## src/hdl/grvd_pkg.sv

```systemverilog
// Shared types and constants for the gain / RMS voice detector.
package grvd_pkg;

    // Register map indexes (byte address = 4 * index)
    localparam logic [1:0] REG_GAIN      = 2'd0;
    localparam logic [1:0] REG_VAD_EN    = 2'd1;
    localparam logic [1:0] REG_THRESHOLD = 2'd2;
    localparam logic [1:0] REG_TIMEOUT   = 2'd3;

    localparam logic [6:0]  GAIN_RESET = 7'd64;
    localparam logic [6:0]  GAIN_MAX   = 7'd100;
    localparam logic [14:0] LEVEL_MAX  = 15'd32767;

    // Main sequencer states
    typedef enum logic [2:0] {
        ST_IDLE,
        ST_SCALE,
        ST_CLIP,
        ST_SQUARE,
        ST_ACC,
        ST_START,
        ST_WAIT,
        ST_DONE
    } grvd_state_t;

    // Divide / root unit states
    typedef enum logic [1:0] {
        DR_IDLE,
        DR_DIV,
        DR_ROOT,
        DR_DONE
    } grvd_dr_state_t;

endpackage

```

## src/hdl/grvd_divroot.sv

```systemverilog
// Serial divide of the frame square sum by the sample count, then serial integer root.
module grvd_divroot #(
    parameter int SUM_W = 41,
    parameter int CNT_W = 11
) (
    input  logic                        clk,
    input  logic                        rst_n,
    input  logic                        start,
    input  logic [SUM_W-1:0]            sum,
    input  logic [CNT_W-1:0]            count,
    output logic                        done,
    output logic [(SUM_W+1)/2-1:0]      root
);
    import grvd_pkg::*;

    localparam int R_W   = (SUM_W + 1) / 2;
    localparam int Q_W   = 2 * R_W;
    localparam int SUB_W = (CNT_W + 1 > R_W + 3) ? CNT_W + 1 : R_W + 3;
    localparam int IT_W  = $clog2(SUM_W + 1);

    grvd_dr_state_t     state_reg, state_next;
    logic [Q_W-1:0]     q_reg, q_next;
    logic [SUB_W-1:0]   rem_reg, rem_next;
    logic [R_W-1:0]     res_reg, res_next;
    logic [CNT_W-1:0]   div_reg;
    logic [IT_W-1:0]    iter_reg, iter_next;

    // Shared compare / subtract unit
    logic [SUB_W-1:0]   sub_a, sub_b;
    logic [SUB_W:0]     diff;
    logic               ge;

    always_comb
    begin
        sub_a = '0;
        sub_b = '0;
        case (state_reg)
            DR_DIV:
            begin
                sub_a = SUB_W'({rem_reg[CNT_W-1:0], q_reg[SUM_W-1]});
                sub_b = SUB_W'(div_reg);
            end
            DR_ROOT:
            begin
                sub_a = {rem_reg[SUB_W-3:0], q_reg[Q_W-1:Q_W-2]};
                sub_b = SUB_W'({res_reg, 2'b01});
            end
            default:
            begin
                sub_a = '0;
                sub_b = '0;
            end
        endcase
    end

    assign diff = {1'b0, sub_a} - {1'b0, sub_b};
    assign ge   = ~diff[SUB_W];

    // Next state
    always_comb
    begin
        state_next = state_reg;
        unique case (state_reg)
            DR_IDLE: if (start) state_next = DR_DIV;
            DR_DIV:  if (iter_reg == '0) state_next = DR_ROOT;
            DR_ROOT: if (iter_reg == '0) state_next = DR_DONE;
            DR_DONE: state_next = DR_IDLE;
            default: state_next = DR_IDLE;
        endcase
    end

    // Datapath next values
    always_comb
    begin
        q_next    = q_reg;
        rem_next  = rem_reg;
        res_next  = res_reg;
        iter_next = iter_reg;
        case (state_reg)
            DR_IDLE:
            begin
                q_next    = Q_W'(sum);
                rem_next  = '0;
                res_next  = '0;
                iter_next = IT_W'(SUM_W - 1);
            end
            DR_DIV:
            begin
                q_next[SUM_W-1:0] = {q_reg[SUM_W-2:0], ge};
                rem_next          = ge ? diff[SUB_W-1:0] : sub_a;
                if (iter_reg == '0)
                begin
                    rem_next  = '0;
                    iter_next = IT_W'(R_W - 1);
                end
                else
                begin
                    iter_next = iter_reg - 1'b1;
                end
            end
            DR_ROOT:
            begin
                q_next    = {q_reg[Q_W-3:0], 2'b00};
                rem_next  = ge ? diff[SUB_W-1:0] : sub_a;
                res_next  = {res_reg[R_W-2:0], ge};
                iter_next = iter_reg - 1'b1;
            end
            default:
            begin
                iter_next = iter_reg;
            end
        endcase
    end

    // Outputs
    always_comb
    begin
        done = (state_reg == DR_DONE);
        root = res_reg;
    end

    always_ff @(posedge clk or negedge rst_n)
    begin
        if (!rst_n)
        begin
            state_reg <= DR_IDLE;
            iter_reg  <= '0;
        end
        else
        begin
            state_reg <= state_next;
            iter_reg  <= iter_next;
        end
    end

    always_ff @(posedge clk)
    begin
        q_reg   <= q_next;
        rem_reg <= rem_next;
        res_reg <= res_next;
        if (state_reg == DR_IDLE)
        begin
            div_reg <= count;
        end
    end

    // Checks
    a_start_idle: assert property (@(posedge clk) disable iff (!rst_n)
        start |-> state_reg == DR_IDLE)
        else $error("divroot started while busy");

    a_div_to_root: assert property (@(posedge clk) disable iff (!rst_n)
        (state_reg == DR_DIV && iter_reg == '0) |=> state_reg == DR_ROOT)
        else $error("divide did not hand over to root");

    a_done_pulse: assert property (@(posedge clk) disable iff (!rst_n)
        done |=> state_reg == DR_IDLE)
        else $error("done longer than one cycle");

endmodule

```

## src/hdl/gain_rms_voice_detector.sv

```systemverilog
// Top level: gain scaling, frame RMS level and voice activity detection.
//
// Input channel (in_valid/in_ready) carries one audio sample per transfer with
// frame_last and now_ms. Output channel (out_valid/out_ready) returns exactly one
// result per input: the gain-scaled, clipped sample, plus level and voice flags
// on the last sample of a frame (zero otherwise).
// Registers are written over the APB port: gain (0x0), vad_enable (0x4),
// vad_threshold (0x8), silence_timeout (0xC); pready is tied high.
// Sequencing: one 17x17 multiplier is reused for gain and square. An ordinary
// sample passes the scale, clip, square and accumulate steps before its result
// is loaded into the output register, and the next input is taken only once
// the sequencer is back in idle. A frame-end sample adds a start step, the
// serial divide (SUM_W quotient bits, 41 at the default frame size), the root
// ((SUM_W+1)/2 = 21 bits) and a hand-back step, all in one shared subtractor.
// in_ready is high only while the sequencer is idle; a finished result sits in
// the output register so the next input can be taken while it waits. If the
// receiver stalls, the following result waits in the last sequencer step.
// Reset clears the sequencer, the frame sum and count, voice state and sets
// the registers to gain 64, detection off, threshold 0, timeout 0.
module gain_rms_voice_detector #(
    parameter int MAX_FRAME_SAMPLES = 1024
) (
    input  logic               clk,
    input  logic               rst_n,
    // input channel
    input  logic               in_valid,
    output logic               in_ready,
    input  logic signed [15:0] sample_in,
    input  logic               frame_last,
    input  logic [31:0]        now_ms,
    // output channel
    output logic               out_valid,
    input  logic               out_ready,
    output logic signed [15:0] sample_out,
    output logic               frame_end,
    output logic [14:0]        rms_level,
    output logic               voice_flag,
    output logic               voice_changed,
    // configuration port
    input  logic               psel,
    input  logic               penable,
    input  logic               pwrite,
    input  logic [3:0]         paddr,
    input  logic [31:0]        pwdata,
    output logic [31:0]        prdata,
    output logic               pready
);
    import grvd_pkg::*;

    localparam int CNT_W = $clog2(MAX_FRAME_SAMPLES + 1);
    localparam int SUM_W = 30 + CNT_W;
    localparam int R_W   = (SUM_W + 1) / 2;

    grvd_state_t         state_reg, state_next;

    // configuration
    logic [6:0]          gain_reg;
    logic                vad_enable_reg;
    logic [14:0]         vad_threshold_reg;
    logic [31:0]         silence_timeout_reg;

    // item and arithmetic
    logic signed [15:0]  sample_reg;
    logic                last_reg;
    logic [31:0]         now_reg;
    logic signed [33:0]  prod_reg;
    logic signed [15:0]  scaled_reg;
    logic [SUM_W-1:0]    sum_reg;
    logic [CNT_W-1:0]    count_reg;

    // frame state
    logic [14:0]         level_reg;
    logic                voice_active_reg;
    logic [31:0]         silence_start_reg;
    logic                reported_voice_reg;
    logic                frame_voice;
    logic                frame_changed;

    // output register
    logic                out_valid_reg;
    logic signed [15:0]  sample_out_reg;
    logic                frame_end_reg;
    logic [14:0]         rms_level_reg;
    logic                voice_flag_reg;
    logic                voice_changed_reg;

    // control
    logic                in_xfer;
    logic                out_load;
    logic                dr_start;
    logic                dr_done;
    logic [R_W-1:0]      dr_root;
    logic                cfg_wr;

    // shared multiplier
    logic signed [16:0]  mul_a, mul_b;
    logic signed [33:0]  mul_p;

    // clip path
    logic signed [33:0]  adj;
    logic signed [33:0]  shq;
    logic signed [15:0]  clip_val;

    // frame-end voice logic
    logic                loud;
    logic                timed_out;
    logic                va_new;

    assign pready  = 1'b1;
    assign cfg_wr  = psel & penable & pwrite;
    assign in_xfer = in_valid & in_ready;

    // Register write
    always_ff @(posedge clk or negedge rst_n)
    begin
        if (!rst_n)
        begin
            gain_reg            <= GAIN_RESET;
            vad_enable_reg      <= 1'b0;
            vad_threshold_reg   <= '0;
            silence_timeout_reg <= '0;
        end
        else if (cfg_wr)
        begin
            unique case (paddr[3:2])
                REG_GAIN:      gain_reg <= (pwdata[6:0] > GAIN_MAX) ? GAIN_MAX : pwdata[6:0];
                REG_VAD_EN:    vad_enable_reg <= pwdata[0];
                REG_THRESHOLD: vad_threshold_reg <= pwdata[14:0];
                REG_TIMEOUT:   silence_timeout_reg <= pwdata;
                default:       gain_reg <= gain_reg;
            endcase
        end
    end

    // Register read
    always_comb
    begin
        unique case (paddr[3:2])
            REG_GAIN:      prdata = 32'(gain_reg);
            REG_VAD_EN:    prdata = 32'(vad_enable_reg);
            REG_THRESHOLD: prdata = 32'(vad_threshold_reg);
            REG_TIMEOUT:   prdata = silence_timeout_reg;
            default:       prdata = '0;
        endcase
    end

    // Multiplier operand select: gain in SCALE, square in SQUARE
    always_comb
    begin
        if (state_reg == ST_SQUARE)
        begin
            mul_a = {scaled_reg[15], scaled_reg};
            mul_b = {scaled_reg[15], scaled_reg};
        end
        else
        begin
            mul_a = {sample_reg[15], sample_reg};
            mul_b = $signed({10'b0, gain_reg});
        end
    end

    assign mul_p = mul_a * mul_b;

    // Divide by 64 toward zero, then clip to 16 bits
    always_comb
    begin
        adj = prod_reg + (prod_reg[33] ? 34'sd63 : 34'sd0);
        shq = adj >>> 6;
        if (shq > 34'sd32767)
            clip_val = 16'sh7FFF;
        else if (shq < -34'sd32768)
            clip_val = -16'sh8000;
        else
            clip_val = shq[15:0];
    end

    // Voice decision at frame end
    always_comb
    begin
        loud      = level_reg > vad_threshold_reg;
        timed_out = (now_reg - silence_start_reg) > silence_timeout_reg;
        if (loud)
            va_new = 1'b1;
        else if (voice_active_reg && timed_out)
            va_new = 1'b0;
        else
            va_new = voice_active_reg;
    end

    // Next state
    always_comb
    begin
        state_next = state_reg;
        unique case (state_reg)
            ST_IDLE:   if (in_valid) state_next = ST_SCALE;
            ST_SCALE:  state_next = ST_CLIP;
            ST_CLIP:   state_next = ST_SQUARE;
            ST_SQUARE: state_next = ST_ACC;
            ST_ACC:    state_next = last_reg ? ST_START : ST_DONE;
            ST_START:  state_next = ST_WAIT;
            ST_WAIT:   if (dr_done) state_next = ST_DONE;
            ST_DONE:   if (!out_valid_reg || out_ready) state_next = ST_IDLE;
            default:   state_next = ST_IDLE;
        endcase
    end

    // Sequencer outputs
    always_comb
    begin
        in_ready = (state_reg == ST_IDLE);
        dr_start = (state_reg == ST_START);
        out_load = (state_reg == ST_DONE) && (!out_valid_reg || out_ready);
    end

    grvd_divroot #(
        .SUM_W (SUM_W),
        .CNT_W (CNT_W)
    ) u_divroot (
        .clk   (clk),
        .rst_n (rst_n),
        .start (dr_start),
        .sum   (sum_reg),
        .count (count_reg),
        .done  (dr_done),
        .root  (dr_root)
    );

    // Control and frame state
    always_ff @(posedge clk or negedge rst_n)
    begin
        if (!rst_n)
        begin
            state_reg          <= ST_IDLE;
            sum_reg            <= '0;
            count_reg          <= '0;
            level_reg          <= '0;
            voice_active_reg   <= 1'b0;
            silence_start_reg  <= '0;
            reported_voice_reg <= 1'b0;
            out_valid_reg      <= 1'b0;
        end
        else
        begin
            state_reg <= state_next;

            // accumulate while the frame has room
            if (state_reg == ST_ACC && count_reg < CNT_W'(MAX_FRAME_SAMPLES))
            begin
                sum_reg   <= sum_reg + SUM_W'(prod_reg[30:0]);
                count_reg <= count_reg + 1'b1;
            end

            // frame end: level, clear frame, voice update
            if (state_reg == ST_WAIT && dr_done)
            begin
                level_reg <= (dr_root > R_W'(LEVEL_MAX)) ? LEVEL_MAX : dr_root[14:0];
                sum_reg   <= '0;
                count_reg <= '0;
            end

            if (state_reg == ST_DONE && last_reg && vad_enable_reg && out_load)
            begin
                voice_active_reg   <= va_new;
                reported_voice_reg <= va_new;
                if (loud)
                    silence_start_reg <= now_reg;
            end

            if (out_load)
                out_valid_reg <= 1'b1;
            else if (out_ready)
                out_valid_reg <= 1'b0;
        end
    end

    // Payload registers
    always_ff @(posedge clk)
    begin
        if (in_xfer)
        begin
            sample_reg <= sample_in;
            last_reg   <= frame_last;
            now_reg    <= now_ms;
        end
        if (state_reg == ST_SCALE || state_reg == ST_SQUARE)
            prod_reg <= mul_p;
        if (state_reg == ST_CLIP)
            scaled_reg <= clip_val;
        if (out_load)
        begin
            sample_out_reg    <= scaled_reg;
            frame_end_reg     <= last_reg;
            rms_level_reg     <= last_reg ? level_reg : '0;
            voice_flag_reg    <= last_reg ? frame_voice : 1'b0;
            voice_changed_reg <= last_reg ? frame_changed : 1'b0;
        end
    end

    // Voice flags for the result, shown with the level
    always_comb
    begin
        if (vad_enable_reg)
        begin
            frame_voice   = va_new;
            frame_changed = va_new != reported_voice_reg;
        end
        else
        begin
            frame_voice   = 1'b1;
            frame_changed = 1'b0;
        end
    end

    assign out_valid     = out_valid_reg;
    assign sample_out    = sample_out_reg;
    assign frame_end     = frame_end_reg;
    assign rms_level     = rms_level_reg;
    assign voice_flag    = voice_flag_reg;
    assign voice_changed = voice_changed_reg;

    // Checks
    a_in_starts: assert property (@(posedge clk) disable iff (!rst_n)
        in_xfer |=> state_reg == ST_SCALE)
        else $error("input transfer did not start the sequencer");

    a_count_bound: assert property (@(posedge clk) disable iff (!rst_n)
        count_reg <= CNT_W'(MAX_FRAME_SAMPLES))
        else $error("sample count past frame limit");

    a_done_wait: assert property (@(posedge clk) disable iff (!rst_n)
        dr_done |-> state_reg == ST_WAIT)
        else $error("divroot finished outside wait state");

endmodule

```

## config.mk

```make
export PLATFORM = sky130hd
export DESIGN_NAME = gain_rms_voice_detector
export DESIGN_NICKNAME = d
export VERILOG_FILES = /design/src/hdl/grvd_pkg.sv /design/src/hdl/grvd_divroot.sv /design/src/hdl/gain_rms_voice_detector.sv
export SDC_FILE = /design/constraint.sdc
export NUM_CORES = 2
export LEC_CHECK = 0
export ABC_AREA = 1
export ABC_CLOCK_PERIOD_IN_PS = 19700
export BUFFER_PORTS_ARGS = -buffer_cell sky130_fd_sc_hd__buf_2
export CAP_MARGIN = 20
export CORE_UTILIZATION = 60
export DETAILED_ROUTE_END_ITERATION = 6
export PLACE_DENSITY = 0.78
export SLEW_MARGIN = 10
export SYNTH_ARGS = -nofsm -noshare
export SYNTH_HDL_FRONTEND = slang
export SYNTH_SLANG_ARGS = --single-unit
```

## constraint.sdc

```tcl
create_clock -name clk -period 19.7 [get_ports clk]
set_input_delay 0.985 -clock clk [delete_from_list [all_inputs] [get_ports clk]]
set_output_delay 0.985 -clock clk [all_outputs]
set_load 0.01 [all_outputs]
```

-- After elaboration in Yosys (flattened, before gate mapping)
Cells that the tools add are included.
- bits in registers: 396
- input bits: 92
- output and inout port bits: 69
- word-level logic and storage cells: 127
- add/subtract/negate cells: 6
- $mul: 1
- order comparisons: 7
- eq/ne operators: 20
- muxes and demuxes: 35
- bitwise gates (word level): 4
- reductions and logical operators: 26
- operators by type and width (operator ; number):
    one-hot mux 32 bit (4 select lines) ; 1
    one-hot mux 41 bit (3 select lines) ; 1
    two-way mux 41 bit ; 2
    one-hot mux 22 bit (3 select lines) ; 1
    one-hot mux 24 bit (2 select lines) ; 1
    one-hot mux 23 bit (2 select lines) ; 1
    two-way mux 22 bit ; 2
    one-hot mux 21 bit (2 select lines) ; 1
    adder 41 x 31 -> 41 bit ; 1
    adder 34 x 7 -> 34 bit ; 1
    multiplier 17 x 17 -> 34 bit ; 1
    two-way mux 17 bit ; 2
    > comparator 32 bit ; 1
    subtractor 32 bit ; 1
    > comparator 28 x 16 -> 1 bit (second input constant) ; 1
    < comparator 28 x 16 -> 1 bit (second input constant) ; 1
    subtractor 24 x 23 -> 25 bit ; 1
    one-hot mux 3 bit (8 select lines) ; 1
    two-way mux 11 bit ; 2
    > comparator 21 x 15 -> 1 bit (second input constant) ; 1
    one-hot mux 6 bit (3 select lines) ; 1
    two-way mux 16 bit ; 1
    > comparator 15 bit ; 1
    two-way mux 15 bit ; 1
    other kinds (31) ; 71

-- Depth between registers and ports, before layout
- depth after elaboration: 6
- gate-level depth with buffers: 31
- gate-level depth less buffers: 30

-- By module
A second synthesis with hierarchy kept.
- cell total of the unflattened synthesis: 4215
- area total of the unflattened synthesis: 34490.6 µm²
- by module, submodules not included (module ; instances ; cells an instance ; area each (µm²) ; sequential area each (µm²)):
    gain_rms_voice_detector ; 1 ; 3385 ; 27822.9 ; 7973.9
    grvd_divroot ; 1 ; 830 ; 6667.6 ; 3083.0

-- Worst setup path before layout
Ideal clock, no wire load.
- path type: reg2reg
- start point: reg state_reg[0]
- end point: reg prod_reg[32] (data pin)
- setup time: 266 ps
- arrival: 7624 ps
- required time: 19434 ps
- slack: 11810 ps
- stages on the path, launching flop included: 29
- buffers on the path: 2
- period minus slack after synthesis: 7890 ps
- path through: dfrtp_1 inv_1 nor2_2 nand2_2 inv_2 buf_2 nand2_1 o21ai_1 buf_2 nor2_1 fa_1 inv_1 fa_1 inv_1 fa_1 inv_1 fa_1 inv_1 fa_1 inv_1 fa_1 inv_1 ha_1 inv_1 nor3_1 nor3b_1 nand4_1 o2111ai_1 xor2_1
- longest elaborated chain between the ends: 3
- elaborated cells between the ends (all ways): 4
- classes of those cells: mul (1); eq/ne (1); mux (2)
- RTL lines (what ; line ; source):
    start: declaration ; gain_rms_voice_detector.sv:54 ; grvd_state_t state_reg, state_next;
    start signal: assignment ; gain_rms_voice_detector.sv:244 ; state_reg <= state_next;
    == test 3 x 2 -> 1 bit (*) ; gain_rms_voice_detector.sv:150 ; if (state_reg == ST_SQUARE)
    two-way mux 17 bit ; gain_rms_voice_detector.sv:150 ;
    multiplier 17 x 17 -> 34 bit (*) ; gain_rms_voice_detector.sv:162 ; assign mul_p = mul_a * mul_b;
    named net mul_p[32] ; gain_rms_voice_detector.sv:97 ; logic signed [33:0] mul_p;
    end signal: assignment ; gain_rms_voice_detector.sv:286 ; prod_reg <= mul_p;
    end: declaration ; gain_rms_voice_detector.sv:66 ; logic signed [33:0] prod_reg;
Mark *: on every way through the listed nets, which the timed path passes. The rest lies on a longest branch.
A chain may end at the register's enable or synchronous reset.

-- Final worst setup path
Ends and elaborated chain as after synthesis.

==> results by group <==
Worst setup path
  – Critical path arrival: 9.78 ns
  – CP Launch Point: state_reg[0]
  – Crit Path Class: reg2reg
  – Stages on the worst setup path: 26
  – CP startpoint kind: flop
  – Slowest cell on crit path: nor2_4
  – R2r setup slk: 10.25 ns
  – Crit path capture: prod_reg[32]
  – CP most frequent cell: inv_1
  – Reg2reg end: prod_reg[32]
  – CP Buf/Inv Count: 9
  – R2R Path Start: state_reg[0]
  – Crit-path max cell delay: 0.76 ns
  – CP Capture Type: flop
  – Data required, critical path: 20.03 ns
  – CP Max Fanout: 35
  – Crit-path leading delay family: adder cells
  – Reg2Reg Depth: 26

STA
  – Setup TNS: 0 ns
  – Fmax: 106 MHz
  – Period utilization: 0.480
  – Measured slew at the worst slew-check pin: 1.06 ns
  – Final Hold Viols: 0
  – Clock Skew: 0.0254 ns
  – Period minus WS final: 9.45 ns
  – RSZ-0062 raised after global routing: false
  – Slew Viols, Final: 0
  – Final worst slack: 10.25 ns
  – Max-slew headroom: 0.295
  – Setup-failing EPs final: 0

Route
  – Via count: 27800
  – Routed length per instance: 17.1 µm
  – DRT Wirelength: 85700 µm
  – Initial DRC count: 2334
  – Residual DRC: 0
  – DR vias/cell: 5.54
  – ANT nets after route: 0
  – DR pass1 iterations: 7

Floorplanning
  – Starting density of the core: 0.610
  – Die ar.: 57300 µm²
  – CORE AREA: 55400 µm²
  – Die X: 239 µm
  – Die span in y: 239 µm
  – # IOs: 161
  – Row Count: 86

Place
  – Gpl congestion: 0.966
  – Pre-CTS WS: 10.42 ns
  – Detailed placement HPWL: 66500 µm
  – IO Port Bufs: 157
  – Placed Cells: 4927

Clock tree
  – Clock Sinks: 396
  – Root Buffer: clkbuf_16
  – Clock Path Buffers: 3
  – Post-CTS Hold Fix Bufs: 0
  – Resized Gates After CTS: 0
  – CTS tree: done
  – Clock slew at reported path FFs: 0.06 ns
  – Buffer count from post-CTS setup fixing: 0
  – CTS Buf Count: 44
  – Worst-Skew Late Latency: 0.61 ns
  – H-tree levels: 2

Synthesis
  – Distinct cells, synth: 58
  – Largest cells by area after synthesis: edfxtp_1, fa_1, dfrtp_1
  – Number of synthesized flops with an enable pin: 229
  – Mapped cell area: 33800 µm²
  – Ys async rst share: 0.422
  – Post-synth top area share: 0.203
  – Area leader, netlist: edfxtp_1
  – Synth cell count leaders: inv_1, nand2_1, nor2_1, fa_1, a21oi_1
  – Number of synthesized register bits: 396
  – Synthesized instance count: 4081
  – Synth Flop Type: edfxtp_1
  – Syn Area/Cell: 8.29 µm²
  – Sequential area share after synthesis: 0.327
  – Syn_nets: 4691
  – Yosys warnings: 0
  – Most frequent cell after synthesis: inv_1

GRT
  – Total congestion overflow: 0
  – GRT Total Usage: 0.311
  – Vias in the first global route: 27300
  – First-pass GRT wire length: 140000 µm
  – Initial antenna violation count: 5
  – Largest net degree at the start of global routing: 91

Outcome
  – Status: finished clean

Hold path
  – Worst min path class: reg2reg
  – Hold Path Depth: 0

Layout
  – Max reg flops: 42
  – Layout area overhead: 9.24%
  – Post-Layout Cell Count: 5016
  – Nets: 4840
  – Layout cells sized above 1: 0.0699

Flow run
  – Max-cap viol count: 0
cell type report:
| type | count | area (µm²) |
|---|---|---|
| diodes | 2 | 5.00 |
| flip-flops and latches | 396 | 11100 |
| fillers | 4554 | 18500 |
| inverters | 819 | 3070 |
| clock inverters | 24 | 258 |
| well taps | 748 | 936 |
| multi-input cells | 2785 | 19400 |
| clock buffers | 58 | 1200 |
| repair buffers | 184 | 1070 |
metrics by stage:
step	util	instance area (µm²)	hold WS, ns
after floorplan	-	33800	0.424
after global placement	0.638	35400	0.432
after detailed placement	0.638	35400	0.434
after CTS	0.665	36800	0.450
after global routing	0.667	36900	0.456
final	0.667	37000	0.452
worst reg2reg max path: cells and delay by family (launching register included):
| family | cells | cell delay [ns] |
|---|---|---|
| adder cells (fa/ha/maj) | 7 | 3.89 |
| buffers and inverters | 9 | 1.39 |
| flip-flops | 1 | 0.43 |
| AO/OA/AOI/OAI | 1 | 0.14 |
| AND/OR/NAND/NOR | 8 | 3.19 |
| XOR/XNOR | 1 | 0.11 |
kinds of logic after synthesis:
kind of cell / share of synthesized area
adders and majority gates: 0.256
DFF: 0.327
and+or+nand+nor: 0.181
other: 0.000111
AOI/OAI and AO/OA: 0.110
buffers and inverters: 0.102
xor gates and xnor gates: 0.0243
per-layer routing:
metal	track usage	wire length, µm	vias up
met3	0.0496	6910	196
met4	0.117	3350	8
li1	-	-	13300
met5	0	43	-
met2	0.511	39900	1069
met1	0.415	35600	13200
placed cells by master, fill, tap and decap left out, types with 6 or more instances in the layout:
cell type	count
nor3_1	40
nand2_1	806
clkinv_1	8
o21a_1	7
a22oi_1	14
o211ai_1	24
nand2_2	6
or2_2	12
o22ai_1	32
inv_2	8
buf_4	22
o21bai_1	18
o21ai_0	211
ha_1	230
o21ai_1	18
nand4_1	32
a21oi_1	245
nor2_1	470
clkbuf_16	44
nor4_1	8
a21o_1	18
a21boi_0	7
inv_1	809
buf_2	156
fa_1	288
clkbuf_1	9
xor2_1	60
nand3_1	115
dfrtp_1	166
o221ai_1	29
edfxtp_1	229
xnor2_1	32
a31oi_1	17
how the worst min path moves through the flow:
stage | startpoint | end | slack (ns)
floorplan | last_reg | frame_end | 0.42
global placement | count_reg[10] | u_divroot.div_reg[10] | 0.43
detailed placement | count_reg[10] | u_divroot.div_reg[10] | 0.43
CTS | count_reg[10] | u_divroot.div_reg[10] | 0.45
global route | count_reg[10] | u_divroot.div_reg[10] | 0.46
finish | count_reg[10] | u_divroot.div_reg[10] | 0.45
Power is not shown: default switching activity piles up to over one toggle a cycle in this logic, so the estimate is an artifact.
